--- src/rtl/bipp_pkg.sv ---
// Shared constants and character classes for the bracketed integer pair parser.
// No dependencies; imported by the parser top level, its checker and the test bench.
`timescale 1ns / 1ps

package bipp_pkg;

   localparam int NUM_BITS   = 64;   // accumulator width, 32 to 64
   localparam int OUT_BITS   = 64;   // width of each reported integer
   localparam int CHAR_BITS  = 8;
   localparam int RSP_DATA_W = 2 * OUT_BITS;

   localparam logic [NUM_BITS-1:0] POS_LIM = {1'b0, {(NUM_BITS-1){1'b1}}};

   localparam logic [CHAR_BITS-1:0] CH_NUL     = 8'h00;
   localparam logic [CHAR_BITS-1:0] CH_TAB     = 8'h09;
   localparam logic [CHAR_BITS-1:0] CH_LF      = 8'h0A;
   localparam logic [CHAR_BITS-1:0] CH_CR      = 8'h0D;
   localparam logic [CHAR_BITS-1:0] CH_SPACE   = 8'h20;
   localparam logic [CHAR_BITS-1:0] CH_PLUS    = 8'h2B;
   localparam logic [CHAR_BITS-1:0] CH_COMMA   = 8'h2C;
   localparam logic [CHAR_BITS-1:0] CH_MINUS   = 8'h2D;
   localparam logic [CHAR_BITS-1:0] CH_ZERO    = 8'h30;
   localparam logic [CHAR_BITS-1:0] CH_NINE    = 8'h39;
   localparam logic [CHAR_BITS-1:0] CH_OPEN    = 8'h5B;
   localparam logic [CHAR_BITS-1:0] CH_CLOSE   = 8'h5D;

   function automatic logic is_digit(input logic [CHAR_BITS-1:0] c);
      return (c >= CH_ZERO) && (c <= CH_NINE);
   endfunction

   // blanks skipped ahead of a number: space, tab, LF, VT, FF, CR
   function automatic logic is_lead_blank(input logic [CHAR_BITS-1:0] c);
      return (c == CH_SPACE) || ((c >= CH_TAB) && (c <= CH_CR));
   endfunction

   // blanks allowed after a number
   function automatic logic is_gap_blank(input logic [CHAR_BITS-1:0] c);
      return (c == CH_SPACE) || (c == CH_TAB) || (c == CH_CR) || (c == CH_LF);
   endfunction

endpackage

--- src/rtl/bracketed_integer_pair_parser.sv ---
// Streaming parser for texts of the form "[secs, usecs]", one character per transfer.
// Depends on bipp_pkg for widths, character codes and character classes.
//
//   channel | dir | tdata                                   | tuser
//   req     | in  | [7:0] char_code                         | -
//   rsp     | out | [63:0] seconds_value, [127:64] micros    | [0] parse_ok
//
// One character per cycle while rsp is not stalled: a character is registered in the
// input register, then decoded and folded into the accumulator (multiply by ten via
// shift-add, one wide add and compare) as it leaves that register, loading the result register.
// Reset is synchronous; it arms the parser to expect an opening bracket.
// While a result waits on rsp_tready, the input register holds and req_tready
// drops once it is full; characters that give no result still need that slot.
`timescale 1ns / 1ps

module bracketed_integer_pair_parser (
   input  logic                              clock,
   input  logic                              reset,
   input  logic                              req_tvalid,
   output logic                              req_tready,
   input  logic [bipp_pkg::CHAR_BITS-1:0]    req_tdata,   // [7:0] char_code
   output logic                              rsp_tvalid,
   input  logic                              rsp_tready,
   output logic [bipp_pkg::RSP_DATA_W-1:0]   rsp_tdata,   // [63:0] seconds_value,
                                                          // [127:64] micros_value
   output logic                              rsp_tuser    // [0] parse_ok
);
   import bipp_pkg::*;

   typedef enum logic [3:0] {
      PH_OPEN, PH_PRE1, PH_SIGN1, PH_DIG1, PH_GAP1,
      PH_PRE2, PH_SIGN2, PH_DIG2, PH_GAP2, PH_ABSORB
   } phase_type;

   phase_type                 phase_ff, phase_in;
   logic                      in_valid_ff, in_valid_in;
   logic [CHAR_BITS-1:0]      in_char_ff, in_char_in;
   logic                      minus_ff, minus_in;
   logic [NUM_BITS-1:0]       mag_ff, mag_in;
   logic                      ovf_ff, ovf_in;
   logic [OUT_BITS-1:0]       first_ff, first_in;
   logic                      rsp_valid_ff, rsp_valid_in;
   logic                      rsp_ok_ff, rsp_ok_in;
   logic [RSP_DATA_W-1:0]     rsp_data_ff, rsp_data_in;

   logic                      advance;
   logic                      ok, fail;
   logic [CHAR_BITS-1:0]      c;
   logic [NUM_BITS+3:0]       times_ten, lim_ext;
   logic                      digit_over;
   logic [NUM_BITS-1:0]       lim_sel, mag_sel, val_n;
   logic [OUT_BITS-1:0]       num_value;

   assign c       = in_char_ff;
   assign advance = in_valid_ff && (!rsp_valid_ff || rsp_tready);

   assign req_tready = !in_valid_ff || advance;
   assign rsp_tvalid = rsp_valid_ff;
   assign rsp_tdata  = rsp_data_ff;
   assign rsp_tuser  = rsp_ok_ff;

   // mag * 10 + digit against the limit for the current sign
   assign times_ten  = {1'b0, mag_ff, 3'b000} + {3'b000, mag_ff, 1'b0}
                       + (NUM_BITS+4)'(c[3:0]);
   assign lim_ext    = (NUM_BITS+4)'(POS_LIM) + (NUM_BITS+4)'(minus_ff);
   assign digit_over = times_ten > lim_ext;

   // saturated signed value of the number in progress
   assign lim_sel   = POS_LIM + NUM_BITS'(minus_ff);
   assign mag_sel   = ovf_ff ? lim_sel : mag_ff;
   assign val_n     = minus_ff ? (NUM_BITS'(0) - mag_sel) : mag_sel;
   assign num_value = OUT_BITS'($signed(val_n));

   always_comb begin
      phase_in     = phase_ff;
      minus_in     = minus_ff;
      mag_in       = mag_ff;
      ovf_in       = ovf_ff;
      first_in     = first_ff;
      ok           = 1'b0;
      fail         = 1'b0;
      in_valid_in  = in_valid_ff;
      in_char_in   = in_char_ff;
      rsp_valid_in = rsp_valid_ff && !rsp_tready;
      rsp_ok_in    = rsp_ok_ff;
      rsp_data_in  = rsp_data_ff;

      if (advance) begin
         in_valid_in = 1'b0;
         if (phase_ff == PH_ABSORB) begin
            if (c == CH_NUL) begin
               phase_in = PH_OPEN;
            end
         end else if (c == CH_NUL) begin
            fail = 1'b1;
         end else begin
            case (phase_ff)
               PH_OPEN: begin
                  if (c == CH_OPEN) begin
                     phase_in = PH_PRE1;
                     minus_in = 1'b0;
                     mag_in   = '0;
                     ovf_in   = 1'b0;
                  end else begin
                     fail = 1'b1;
                  end
               end
               PH_PRE1, PH_PRE2: begin
                  if (is_lead_blank(c)) begin
                     phase_in = phase_ff;
                  end else if ((c == CH_PLUS) || (c == CH_MINUS)) begin
                     minus_in = (c == CH_MINUS);
                     phase_in = (phase_ff == PH_PRE1) ? PH_SIGN1 : PH_SIGN2;
                  end else if (is_digit(c)) begin
                     if (!ovf_ff) begin
                        if (digit_over) ovf_in = 1'b1;
                        else            mag_in = times_ten[NUM_BITS-1:0];
                     end
                     phase_in = (phase_ff == PH_PRE1) ? PH_DIG1 : PH_DIG2;
                  end else begin
                     fail = 1'b1;
                  end
               end
               PH_SIGN1, PH_SIGN2: begin
                  if (is_digit(c)) begin
                     if (!ovf_ff) begin
                        if (digit_over) ovf_in = 1'b1;
                        else            mag_in = times_ten[NUM_BITS-1:0];
                     end
                     phase_in = (phase_ff == PH_SIGN1) ? PH_DIG1 : PH_DIG2;
                  end else begin
                     fail = 1'b1;
                  end
               end
               PH_DIG1: begin
                  if (is_digit(c)) begin
                     if (!ovf_ff) begin
                        if (digit_over) ovf_in = 1'b1;
                        else            mag_in = times_ten[NUM_BITS-1:0];
                     end
                  end else begin
                     first_in = num_value;
                     if (is_gap_blank(c)) begin
                        phase_in = PH_GAP1;
                     end else if (c == CH_COMMA) begin
                        phase_in = PH_PRE2;
                        minus_in = 1'b0;
                        mag_in   = '0;
                        ovf_in   = 1'b0;
                     end else begin
                        fail = 1'b1;
                     end
                  end
               end
               PH_GAP1: begin
                  if (is_gap_blank(c)) begin
                     phase_in = PH_GAP1;
                  end else if (c == CH_COMMA) begin
                     phase_in = PH_PRE2;
                     minus_in = 1'b0;
                     mag_in   = '0;
                     ovf_in   = 1'b0;
                  end else begin
                     fail = 1'b1;
                  end
               end
               PH_DIG2: begin
                  if (is_digit(c)) begin
                     if (!ovf_ff) begin
                        if (digit_over) ovf_in = 1'b1;
                        else            mag_in = times_ten[NUM_BITS-1:0];
                     end
                  end else if (is_gap_blank(c)) begin
                     phase_in = PH_GAP2;
                  end else if (c == CH_CLOSE) begin
                     ok = 1'b1;
                  end else begin
                     fail = 1'b1;
                  end
               end
               PH_GAP2: begin
                  if (is_gap_blank(c)) begin
                     phase_in = PH_GAP2;
                  end else if (c == CH_CLOSE) begin
                     ok = 1'b1;
                  end else begin
                     fail = 1'b1;
                  end
               end
               default: begin
                  fail = 1'b1;
               end
            endcase
         end

         if (ok || fail) begin
            rsp_valid_in = 1'b1;
            rsp_ok_in    = ok;
            rsp_data_in  = ok ? {num_value, first_ff} : '0;
            // end of text rearms at once; otherwise drop characters until it
            phase_in     = (c == CH_NUL) ? PH_OPEN : PH_ABSORB;
         end
      end

      if (req_tvalid && req_tready) begin
         in_valid_in = 1'b1;
         in_char_in  = req_tdata;
      end
   end

   always_ff @(posedge clock) begin
      if (reset) begin
         phase_ff     <= PH_OPEN;
         in_valid_ff  <= 1'b0;
         minus_ff     <= 1'b0;
         mag_ff       <= '0;
         ovf_ff       <= 1'b0;
         first_ff     <= '0;
         rsp_valid_ff <= 1'b0;
      end else begin
         phase_ff     <= phase_in;
         in_valid_ff  <= in_valid_in;
         minus_ff     <= minus_in;
         mag_ff       <= mag_in;
         ovf_ff       <= ovf_in;
         first_ff     <= first_in;
         rsp_valid_ff <= rsp_valid_in;
      end
      in_char_ff  <= in_char_in;
      rsp_ok_ff   <= rsp_ok_in;
      rsp_data_ff <= rsp_data_in;
   end

endmodule

--- config.mk ---
export PLATFORM = sky130hd
export DESIGN_NAME = bracketed_integer_pair_parser
export DESIGN_NICKNAME = d
export VERILOG_FILES = /design/src/rtl/bipp_pkg.sv /design/src/rtl/bracketed_integer_pair_parser.sv
export SDC_FILE = /design/constraint.sdc
export NUM_CORES = 1
export LEC_CHECK = 0
export BUFFER_PORTS_ARGS = -buffer_cell sky130_fd_sc_hd__buf_2
export CORE_UTILIZATION = 50
export DETAILED_ROUTE_END_ITERATION = 8
export PLACE_DENSITY = 0.68
export SYNTH_ARGS = -nofsm -noshare
export SYNTH_HDL_FRONTEND = slang
export SYNTH_SLANG_ARGS = --single-unit
--- constraint.sdc ---
create_clock -name clock -period 5.6 [get_ports clock]
set_input_delay 0 -clock clock [delete_from_list [all_inputs] [get_ports clock]]
set_output_delay 0 -clock clock [all_outputs]
set_load 0.005 [all_outputs]
==> flow_summary.toml <==
[status]
status = "finished with violations"
violations = "setup timing"

[global_route]
grt_pass1_wl_um = 91400
antenna_found_initial = 0
grt_pass1_vias = 17000
gr-total-overflow = 0
grt_start_max_net_pins = 107
groute.usage.overall_pct = 29.3

[cells_and_area]
syn_to_final_growth_pct = 26.5
fillCellCount = 3056
seq_area_mm2 = 0.00686
drive_above_1_share_pct = 25.5
multiInputGateArea_mm2 = 0.0120
n_antenna_cell = 0
nets = 2784
design_area_mm2 = 0.0240

[timing]
finClkSkew_ns = 0.0244
setup_viol = 65
worst_pin_slew_ns = 1.07
hold_ws_ns = 0.173
finalCritPeriodShare_pct = 105
fin_crit_ns = 5.88
postLayoutSetupSlackWorst_ns = -0.278
finalHoldViolations = 0
timing.fmax_mhz = 170
maxSlewViolCount = 0
slew_headroom_pct = 28.7
grt_setup_unrepaired = "yes"

[yosys]
synth_cell_types = 90
synth_cells = 2201
synth.area.top_cells = "edfxtp_1, dfxtp_1, ha_1"
async_flop_share_pct = 0
synth_common_cells = "nor2_1, a21oi_1, ha_1"
synth.avg_cell_area_um2 = 8.62
seq_area_frac_synth_pct = 36.0
synth_nets = 2407
synthFlopType = "edfxtp_1"
synth_top_area_cell = "edfxtp_1"
syn_area_mm2 = 0.0190
synth_edf_count = 137
ys_warn_count = 0
synth_top_area_share_pct = 21.7
yosysMostFrequentCell = "nor2_1"
yosys_register_bits = 273

[floorplan]
die_h_um = 197
coreArea_mm2 = 0.0370
num_io_pins = 143
die_w_um = 197
row_count = 70
die_area_mm2 = 0.0387
start_util_pct = 51.3

[worst_setup_path]
cp_max_fo = 7
cp.arrival_ns = 6.31
cp-start-kind = "flip-flop"
r2r_end = "mag_ff[60]"
cp-end-kind = "flip-flop"
cpPeakStageDelay_ns = 0.60
cp_top_family = "compound AO/OA/AOI/OAI gates"
crit_type = "flip-flop to flip-flop"
ff2ff_path_depth = 27
r2r-start = "c[3]"
crit_path_frequent_cell = "buf_4"
cp.buffers_inverters = 6
worst-r2r-setup-slack_ns = -0.28
cp.required_ns = 6.03
slowest_stage = "fa_2"

[worst_hold_path]
hold_path_depth = 2
hp-class = "input pin to flip-flop"
min_from = "req_tdata[1]"
hold_path_end = "c[1]"

[drt]
drc = 0
ant_nets = 0
route.vias.total = 18500
avgViaCountPerCell = 5.95
first_pass_iters = 6
drt_iter0_markers = 1732
drt_wl_total_um = 58700
wl_per_cell_um = 18.9

[placement]
dpl-instance-area_mm2 = 0.0220
post-dp-hpwl_um = 43900
place.gp.congestion = 0.980
port_buffers = 142

[clock_network]
cts_root_buf = "clkbuf_16"
htree_levels = 1
numCtsBuffers = 27
clk_latency_ns = 0.55
clock-sinks = 273
cts_tree = "yes"
cts_max_path_buffers = 3
clkTransAtPathRegs_ns = 0.06

[power_and_ir_drop]
power.leakage_nw = 10.6
irDropWorstVdd_mv = 0.157
p_per_area_mw_per_mm2 = 176

[run]
max_cap_viol_count = 0
## report_power, final
part	total (W)	switching, W	internal, W	leakage, nW
sequential	0.00219	0.0000280	0.00217	2.41
combinational	0.000298	0.000177	0.000122	7.82
clock	0.00173	0.000767	0.000966	0.410
## cells in the final DEF, fill, tap and decap left out, drive strengths merged, types with 10 or more instances in the layout
| master | count |
|---|---|
| o22ai | 16 |
| o21a | 18 |
| o2111ai | 30 |
| buf | 463 |
| nor3 | 63 |
| o31ai | 16 |
| nor2b | 15 |
| dfxtp | 136 |
| or3 | 20 |
| edfxtp | 137 |
| nand2b | 30 |
| nand3 | 43 |
| ha | 192 |
| a211o | 14 |
| a21oi | 223 |
| nand2 | 166 |
| clkbuf | 38 |
| o21bai | 10 |
| mux2i | 12 |
| a31oi | 32 |
| and2 | 85 |
| o21ai | 151 |
| nor4 | 12 |
| a21o | 31 |
| nand4 | 37 |
| dlygate4sd3 | 12 |
| a211oi | 37 |
| o211ai | 11 |
| xor2 | 34 |
| a32o | 20 |
| inv | 71 |
| xnor2 | 34 |
| nor2 | 262 |
## stage by stage
stage | setup TNS, ns | utilization (%) | setup WS (ns) | power, W | instances
4_1_cts | -14.93 | 63.4 | -0.268 | 0.00423 | 3082
3_5_place_dp | -37.27 | 59.5 | -0.676 | 0.00248 | 3003
2_1_floorplan | 0 | - | 0.000790 | 0.00237 | 2201
3_3_place_gp | -26.33 | 59.5 | -0.514 | 0.00247 | 3003
5_1_grt | -29.81 | 64.9 | -0.500 | 0.00435 | 3102
6_report | -15.04 | 64.9 | -0.278 | 0.00423 | 3102
## area by class of cell
class	count	area share, %
inverters	69	1.09
flip-flops and latches	273	28.6
multi-input cells	1730	49.9
clock inverters	13	0.438
repair buffers	477	14.3
well taps	504	2.63
clock buffers	36	3.04
## worst reg2reg max path: stages (launching register included)
cell	delay (ns)
edfxtp_1	0.42
fa_2	0.60
inv_2	0.06
fa_2	0.39
nand2b_4	0.16
a21oi_4	0.16
o21ai_4	0.09
o31ai_4	0.30
a211oi_4	0.13
buf_6	0.15
o31ai_2	0.23
xor2_1	0.30
ha_1	0.30
nand4_1	0.15
buf_4	0.13
buf_4	0.09
buf_4	0.09
nor3_1	0.03
a22oi_1	0.17
nand3_1	0.20
a21oi_1	0.20
o21a_1	0.19
o21ai_1	0.08
a31o_2	0.26
o211a_1	0.26
o21ai_4	0.24
buf_12	0.18
a2bb2o_4	0.22
## state kept, by name, indices dropped and copies added (netlist names)
register	count
first_ff	64
c	8
rsp_tdata	128
rsp_tvalid	1
minus_ff	1
rsp_tuser	1
ovf_ff	1
phase_ff	4
in_valid_ff	1
mag_ff	64
## layer usage
layer,global-route usage [%],up-vias,wire length (µm)
met5,0,-,0
met4,8.47,0,1300
met3,3.47,93,4530
met2,44.7,820,25800
met1,43.3,8677,27000
li1,-,8877,-
## repair_timing
item,4_1_cts,5_1_grt
cloned,3,3
hold buffers,12,0
pin swaps,37,38
endpoints found under the hold margin,15,0
setup buffers,15,20
endpoints found under the setup margin,65,65
resized for setup,93,106
## worst max path at each step
stage	from	depth (start not counted)	end	slack, ns
2_1_floorplan	c[3]	22	mag_ff[55]	0.0008
3_3_place_gp	c[3]	27	mag_ff[63]	-0.51
3_5_place_dp	c[3]	27	mag_ff[63]	-0.68
4_1_cts	c[3]	26	mag_ff[59]	-0.27
5_1_grt	mag_ff[21]	29	mag_ff[56]	-0.50
6_report	c[3]	27	mag_ff[60]	-0.28
## cell families (layout without fill, tap and decap cells)
logic type / count (synthesis) / in the layout / share of synthesized area [%]
fa+ha+maj: 194 / 194 / 12.9
xor+xnor: 68 / 68 / 3.14
simple gates: 778 / 778 / 19.9
compound gates: 675 / 675 / 23.1
mux: 15 / 15 / 0.812
flops: 273 / 273 / 36.0
buf+inv: 198 / 595 / 4.19
(Power assumes the default switching activity.)
